==> config.mk <==
export PLATFORM = sky130hd
export DESIGN_NAME = spi_baud_divider_search
export DESIGN_NICKNAME = d
export VERILOG_FILES = /design/src/rtl/sbd_pkg.sv /design/src/rtl/sbd_serial_div.sv /design/src/rtl/spi_baud_divider_search.sv
export SDC_FILE = /design/constraint.sdc
export NUM_CORES = 1
export LEC_CHECK = 0
export BUFFER_PORTS_ARGS = -buffer_cell sky130_fd_sc_hd__clkbuf_2
export CAP_MARGIN = 20
export CORE_ASPECT_RATIO = 1.25
export CORE_MARGIN = 4
export CORE_UTILIZATION = 43
export CTS_BUF_LIST = sky130_fd_sc_hd__clkbuf_2
export DETAILED_ROUTE_END_ITERATION = 8
export GPL_TIMING_DRIVEN = 0
export PLACE_DENSITY = 0.64
export RECOVER_POWER = 50
export SYNTH_ARGS = -nofsm -noshare
export SYNTH_HDL_FRONTEND = slang
export SYNTH_HIERARCHICAL = 1
export SYNTH_SLANG_ARGS = --single-unit
export TNS_END_PERCENT = 30
==> constraint.sdc <==
create_clock -name clk_i -period 13.5 [get_ports clk_i]
set_clock_uncertainty 0.05 [all_clocks]
set_input_delay 2.025 -clock clk_i [delete_from_list [all_inputs] [get_ports clk_i]]
set_output_delay 2.025 -clock clk_i [all_outputs]
set_load 0.02 [all_outputs]
==> src/rtl/sbd_pkg.sv <==
// ----------------------------------------------------------------------------
// sbd_pkg
// Shared types and constant tables for the serial baud divider search.
// ----------------------------------------------------------------------------
`default_nettype none

package sbd_pkg;

  localparam int unsigned HzW    = 32;
  localparam int unsigned DivW   = 18;  // largest divisor 32768 * 7 fits 18 bits
  localparam int unsigned SclIdW = 4;
  localparam int unsigned PreIdW = 2;
  localparam int unsigned BitCntW = 5;  // counts the quotient bits

  localparam logic [SclIdW-1:0] SclLast = 4'd15;
  localparam logic [PreIdW-1:0] PreLast = 2'd3;

  localparam logic [15:0] ScalerTab [16] = '{
    16'd2,    16'd4,    16'd6,    16'd8,    16'd16,   16'd32,   16'd64,   16'd128,
    16'd256,  16'd512,  16'd1024, 16'd2048, 16'd4096, 16'd8192, 16'd16384, 16'd32768
  };

  localparam logic [2:0] PrescTab [4] = '{3'd2, 3'd3, 3'd5, 3'd7};

  // request to the serial divider
  typedef struct packed {
    logic            start;
    logic [DivW-1:0] divisor;
  } div_req_t;

  // divider status back to the sequencer
  typedef struct packed {
    logic busy;
    logic done;
  } div_stat_t;

  function automatic logic [DivW-1:0] divisor_of(input logic [PreIdW-1:0] p,
                                                 input logic [SclIdW-1:0] s);
    logic [DivW-1:0] scl;
    logic [DivW-1:0] pre;
    scl = DivW'(ScalerTab[s]);
    pre = DivW'(PrescTab[p]);
    return DivW'(scl * pre);
  endfunction

endpackage

`default_nettype wire

==> src/rtl/sbd_serial_div.sv <==
// ----------------------------------------------------------------------------
// sbd_serial_div
// Restoring divider, one quotient bit per cycle.
// ----------------------------------------------------------------------------
`default_nettype none

module sbd_serial_div (
  input  wire                      clk_i,
  input  wire                      rst_ni,
  input  wire  sbd_pkg::div_req_t  req_i,
  input  wire  [sbd_pkg::HzW-1:0]  dividend_i,
  output sbd_pkg::div_stat_t       stat_o,
  output logic [sbd_pkg::HzW-1:0]  quotient_o
);
  import sbd_pkg::*;

  logic               busy_q, busy_d;
  logic               done_q, done_d;
  logic [BitCntW-1:0] cnt_q, cnt_d;
  logic [DivW-1:0]    rem_q, rem_d;
  logic [HzW-1:0]     quo_q, quo_d;
  logic [DivW-1:0]    dsr_q, dsr_d;
  logic [DivW:0]      trial;
  logic               ge;

  // shift the next dividend bit into the partial remainder
  assign trial = {rem_q, quo_q[HzW-1]};
  assign ge    = trial >= {1'b0, dsr_q};

  always_comb begin
    busy_d = busy_q;
    done_d = 1'b0;
    cnt_d  = cnt_q;
    rem_d  = rem_q;
    quo_d  = quo_q;
    dsr_d  = dsr_q;
    if (req_i.start) begin
      busy_d = 1'b1;
      cnt_d  = '0;
      rem_d  = '0;
      quo_d  = dividend_i;
      dsr_d  = req_i.divisor;
    end else if (busy_q) begin
      rem_d = ge ? DivW'(trial - {1'b0, dsr_q}) : trial[DivW-1:0];
      quo_d = {quo_q[HzW-2:0], ge};
      cnt_d = cnt_q + 1'b1;
      if (cnt_q == '1) begin
        busy_d = 1'b0;
        done_d = 1'b1;
      end
    end
  end

  always_ff @(posedge clk_i or negedge rst_ni) begin
    if (!rst_ni) begin
      busy_q <= 1'b0;
      done_q <= 1'b0;
      cnt_q  <= '0;
    end else begin
      busy_q <= busy_d;
      done_q <= done_d;
      cnt_q  <= cnt_d;
    end
  end

  always_ff @(posedge clk_i) begin
    rem_q <= rem_d;
    quo_q <= quo_d;
    dsr_q <= dsr_d;
  end

  assign stat_o.busy = busy_q;
  assign stat_o.done = done_q;
  assign quotient_o  = quo_q;

endmodule

`default_nettype wire

==> src/rtl/spi_baud_divider_search.sv <==
// ----------------------------------------------------------------------------
// spi_baud_divider_search
// Walks prescaler/scaler pairs through a bit-serial divider and keeps the
// fastest serial clock not above the target.
// ----------------------------------------------------------------------------
//  channel | valid       | stall       | payload
//  --------+-------------+-------------+-------------------------------------
//  in      | in_valid_i  | in_stall_o  | module_hz_i, target_hz_i
//  out     | out_valid_o | out_stall_i | found_o, scaler_index_o,
//          |             |             | prescaler_index_o
//
//  one word at a time; each pair tried runs a start, the quotient bits in the
//  serial divider and a compare, and up to 64 pairs are tried per word
//  in_stall_o is high from accept until the result is handed to the output
//  register; a stalled output holds the search in its final state
//  asynchronous active-low reset, no clearing pass
// ----------------------------------------------------------------------------
`default_nettype none

module spi_baud_divider_search (
  input  wire                          clk_i,
  input  wire                          rst_ni,
  input  wire                          in_valid_i,
  output logic                         in_stall_o,
  input  wire  [sbd_pkg::HzW-1:0]      module_hz_i,
  input  wire  [sbd_pkg::HzW-1:0]      target_hz_i,
  output logic                         out_valid_o,
  input  wire                          out_stall_i,
  output logic                         found_o,
  output logic [sbd_pkg::SclIdW-1:0]   scaler_index_o,
  output logic [sbd_pkg::PreIdW-1:0]   prescaler_index_o
);
  import sbd_pkg::*;

  localparam logic [1:0] S_IDLE  = 2'd0;
  localparam logic [1:0] S_START = 2'd1;
  localparam logic [1:0] S_WAIT  = 2'd2;
  localparam logic [1:0] S_DONE  = 2'd3;

  logic [1:0]        state_q, state_d;
  logic [HzW-1:0]    module_q, module_d;
  logic [HzW-1:0]    target_q, target_d;
  logic [PreIdW-1:0] pre_q, pre_d;
  logic [SclIdW-1:0] scl_q, scl_d;
  logic              have_q, have_d;
  logic [HzW-1:0]    best_q, best_d;
  logic [SclIdW-1:0] best_scl_q, best_scl_d;
  logic [PreIdW-1:0] best_pre_q, best_pre_d;
  logic              out_valid_q, out_valid_d;
  logic              found_q, found_d;
  logic [SclIdW-1:0] out_scl_q, out_scl_d;
  logic [PreIdW-1:0] out_pre_q, out_pre_d;

  div_req_t          div_req;
  div_stat_t         div_stat;
  logic [HzW-1:0]    freq;
  logic              qual;
  logic              better;
  logic              in_acc;
  logic              out_free;

  sbd_serial_div u_div (
    .clk_i      (clk_i),
    .rst_ni     (rst_ni),
    .req_i      (div_req),
    .dividend_i (module_q),
    .stat_o     (div_stat),
    .quotient_o (freq)
  );

  assign div_req.start   = (state_q == S_START);
  assign div_req.divisor = divisor_of(pre_q, scl_q);

  assign qual     = freq <= target_q;
  assign better   = !have_q || (freq > best_q);
  assign in_acc   = in_valid_i && !in_stall_o;
  assign out_free = !out_valid_q || !out_stall_i;

  always_comb begin
    state_d     = state_q;
    module_d    = module_q;
    target_d    = target_q;
    pre_d       = pre_q;
    scl_d       = scl_q;
    have_d      = have_q;
    best_d      = best_q;
    best_scl_d  = best_scl_q;
    best_pre_d  = best_pre_q;
    out_valid_d = out_valid_q && out_stall_i;
    found_d     = found_q;
    out_scl_d   = out_scl_q;
    out_pre_d   = out_pre_q;
    case (state_q)
      S_IDLE: begin
        if (in_acc) begin
          module_d   = module_hz_i;
          target_d   = target_hz_i;
          pre_d      = '0;
          scl_d      = '0;
          have_d     = 1'b0;
          best_d     = '0;
          best_scl_d = '0;
          best_pre_d = '0;
          state_d    = S_START;
        end
      end
      S_START: begin
        state_d = S_WAIT;
      end
      S_WAIT: begin
        if (div_stat.done) begin
          if (qual && better) begin
            have_d     = 1'b1;
            best_d     = freq;
            best_scl_d = scl_q;
            best_pre_d = pre_q;
          end
          // first qualifying scaler ends this prescaler's scan
          if (qual || scl_q == SclLast) begin
            scl_d = '0;
            if (pre_q == PreLast) begin
              state_d = S_DONE;
            end else begin
              pre_d   = pre_q + 1'b1;
              state_d = S_START;
            end
          end else begin
            scl_d   = scl_q + 1'b1;
            state_d = S_START;
          end
        end
      end
      S_DONE: begin
        if (out_free) begin
          out_valid_d = 1'b1;
          found_d     = have_q;
          out_scl_d   = have_q ? best_scl_q : '0;
          out_pre_d   = have_q ? best_pre_q : '0;
          state_d     = S_IDLE;
        end
      end
      default: begin
        state_d = S_IDLE;
      end
    endcase
  end

  always_ff @(posedge clk_i or negedge rst_ni) begin
    if (!rst_ni) begin
      state_q     <= S_IDLE;
      out_valid_q <= 1'b0;
      have_q      <= 1'b0;
      pre_q       <= '0;
      scl_q       <= '0;
    end else begin
      state_q     <= state_d;
      out_valid_q <= out_valid_d;
      have_q      <= have_d;
      pre_q       <= pre_d;
      scl_q       <= scl_d;
    end
  end

  always_ff @(posedge clk_i) begin
    module_q   <= module_d;
    target_q   <= target_d;
    best_q     <= best_d;
    best_scl_q <= best_scl_d;
    best_pre_q <= best_pre_d;
    found_q    <= found_d;
    out_scl_q  <= out_scl_d;
    out_pre_q  <= out_pre_d;
  end

  assign in_stall_o        = (state_q != S_IDLE);
  assign out_valid_o       = out_valid_q;
  assign found_o           = found_q;
  assign scaler_index_o    = out_scl_q;
  assign prescaler_index_o = out_pre_q;

  a_done_in_wait : assert property (@(posedge clk_i) disable iff (!rst_ni)
    div_stat.done |-> state_q == S_WAIT)
    else $error("divider finished outside the wait state");

  a_div_idle_at_end : assert property (@(posedge clk_i) disable iff (!rst_ni)
    state_q == S_DONE |-> !div_stat.busy)
    else $error("divider still busy after the search ended");

  a_best_in_range : assert property (@(posedge clk_i) disable iff (!rst_ni)
    have_q && state_q != S_IDLE |-> best_q <= target_q)
    else $error("kept frequency above the target");

  a_notfound_zero : assert property (@(posedge clk_i) disable iff (!rst_ni)
    out_valid_o && !found_o |-> scaler_index_o == '0 && prescaler_index_o == '0)
    else $error("indices nonzero without a solution");

endmodule

`default_nettype wire
==> run metrics <==
Hold Path Origin=u_div/rem_q[2]; net load switching power=982.4 uW; antenna violations before repair=1; P_int=1484 uW; CTS tree=built; failing checks=capacitance limit, slew limit; WHS Path Cells=2; worst rel slew slack=-64.89%; Hold Slack=0.4773 ns; fin crit period=5.159 ns; first-pass GRT wire length=36.74 mm; Clk Latency, worst-skew pair=0.75 ns; Syn Area/Cell=11.19 sq um; Syn Std Cell Area=11110 sq um; Final Max Slew Viols=just under 90; area grow syn2layout=10.15%; clk slew on worst S/H paths=0.30 ns; RSZ-0062 raised after global routing=false; Post-Route WL=about 22 mm; most frequent cells in the layout=edfxtp_1, inv_1, ha_1; critical path, cell by cell=clkbuf_1 > inv_1 > nor2_1 > clkbuf_1; share of post-route cells with drive strength above 1=14.76%; reg2reg end=target_q[4]; I/O pin total=between 70 and 80; Worst Hold Class=reg2reg; critical path type=in2reg; via count=7389; CTS Buf Count=17; die width=around 150 microns; largest net degree at the start of global routing=38; P_leak=0.005312 uW; CTS root buffer=clkbuf_2; VDD IR max=79.53 uV; Clk pwr share=about an eighth; Worst setup EP type=flop; CTS Hold Bufs=0; routability cong.=between 0.8 and 0.9; DRC=0; crit path max-delay cell type=nor2_1; period utilization=38.21%; core box area=25370 sq um; max cap viols=3; R2R depth=4; Buf+Inv Stages, Crit Path=3; clock sinks=194; critical path's largest stage delay=1.81 ns; Inst Count DP=around 1.4k; CTS resizes=0; Reg2Reg Launch Point=state_q[1]; initial drt markers=around 330; Seq pwr share=between 40% and 50%; grt ovf=0; vias per cell=5.131; Worst-Margin Slew=2.464 ns; chip height=187.8 microns; R2R setup slack=approximately 9 ns; cell mode on critical path=clkbuf_1; nets@finish=1283; gr usage total=between 10% and 20%; Antenna Nets Post-Route=0; syn_nets=1185; Clock Tree Buf Depth=2; commonest non-fill, non-tap cell in the layout=edfxtp_1; Req. time, crit path=13.81 ns; Worst Setup Start Kind=primary input; vias in the first global route=7550; crit-path leading delay family=simple AND/OR/NAND/NOR gates; router iterations before antenna repair=4; power density over the cells=201.4 nW/um^2; die area=28500 sq um; row cnt=65; Initial Util=43.80%; H-tree depth=4; Cells after Synth=roughly 990; Worst Path Max Fanout=37; synth warn=6; combinational power share=a little under half; Hold Fails Final Rpt=0; FMAX=0.1939 GHz; number of port buffers=76; CP arrival=5.47 ns; Finished Layout Cells=1440; DR WL/cell=15.09 microns; switching share of power=between 30% and 40%; setup violators final=0; final setup TNS=0 ns; worst hold endpoint=u_div/rem_q[2]; DPL Wire Length=around 17 mm; Post-CTS Setup Inserts=0; status=complete, but fails checks
## stage by stage
step / total power [uW] / util [%] / cell area, sq um / setup WS, ns
final: 2466 / 48.25 / 12240 / 8.341
after global routing: 2684 / 48.25 / 12240 / 8.000
after CTS: 2495 / 48.40 / 12280 / 9.185
after detailed placement: 2174 / 47.29 / 12000 / 9.173
after global placement: 2140 / 46.95 / 11910 / 5.843
after floorplan: 1864 / - / 11110 / 7.677
## layer usage
layer	global-route usage, %	part of all wire [%]
met1	19.41	44
met2	27.93	51
met3	2.678	2.9
met5	0	0
met4	5.223	2.4
## power by group through the flow
stage | logic (uW) | clock network, uW | registers [uW]
finish | 1120 | 316 | 1030
CTS | 1130 | 329 | 1030
floorplan | 856 | 0 | 1010
global placement | 1080 | 0 | 1060
global route | 1270 | 354 | 1060
detailed placement | 1130 | 0 | 1050
## flip-flops by register name (all words and copies together) (netlist names), 4 cells and up
name and flops:
best_q 32, module_q 32, target_q 32, u_div/quotient_o 32
u_div/dsr_q 18, u_div/rem_q 18, u_div/cnt_q 5, best_scl_q 4
scaler_index_o 4, scl_q 4
## how the worst max path moves through the flow
stage               start               to  cells after the start  slack (ns)
4_1_cts          pre_q[1]  u_div/dsr_q[17]                     14        9.19
3_5_place_dp     pre_q[1]  u_div/dsr_q[17]                     14        9.17
6_report       in_valid_i      target_q[4]                      4        8.34
3_3_place_gp   in_valid_i    best_scl_q[2]                      5        5.84
5_1_grt        in_valid_i      target_q[4]                      4        8.00
2_1_floorplan  in_valid_i    best_pre_q[0]                      4        7.68
## worst register-to-register path: cells and delay by family (launching register included)
family                 cells  cell delay (ns)
DFF                        1             0.42
buffers and inverters      2             1.59
and+or+nand+nor            2             2.20
## cell type report
class / instances / area [sq um]
antenna: 1 / 2.502
buffer: 28 / 136.4
clock buffer: 18 / 90.09
clock inverter: 14 / 192.7
fill: 2400 / 13130
inverter: 127 / 476.7
multi-input combinational: 644 / 4947
sequential: 194 / 5560
tap: 335 / 419.2
timing repair buffer: 79 / 417.9
Note: power is estimated with default switching activity, not from simulation.
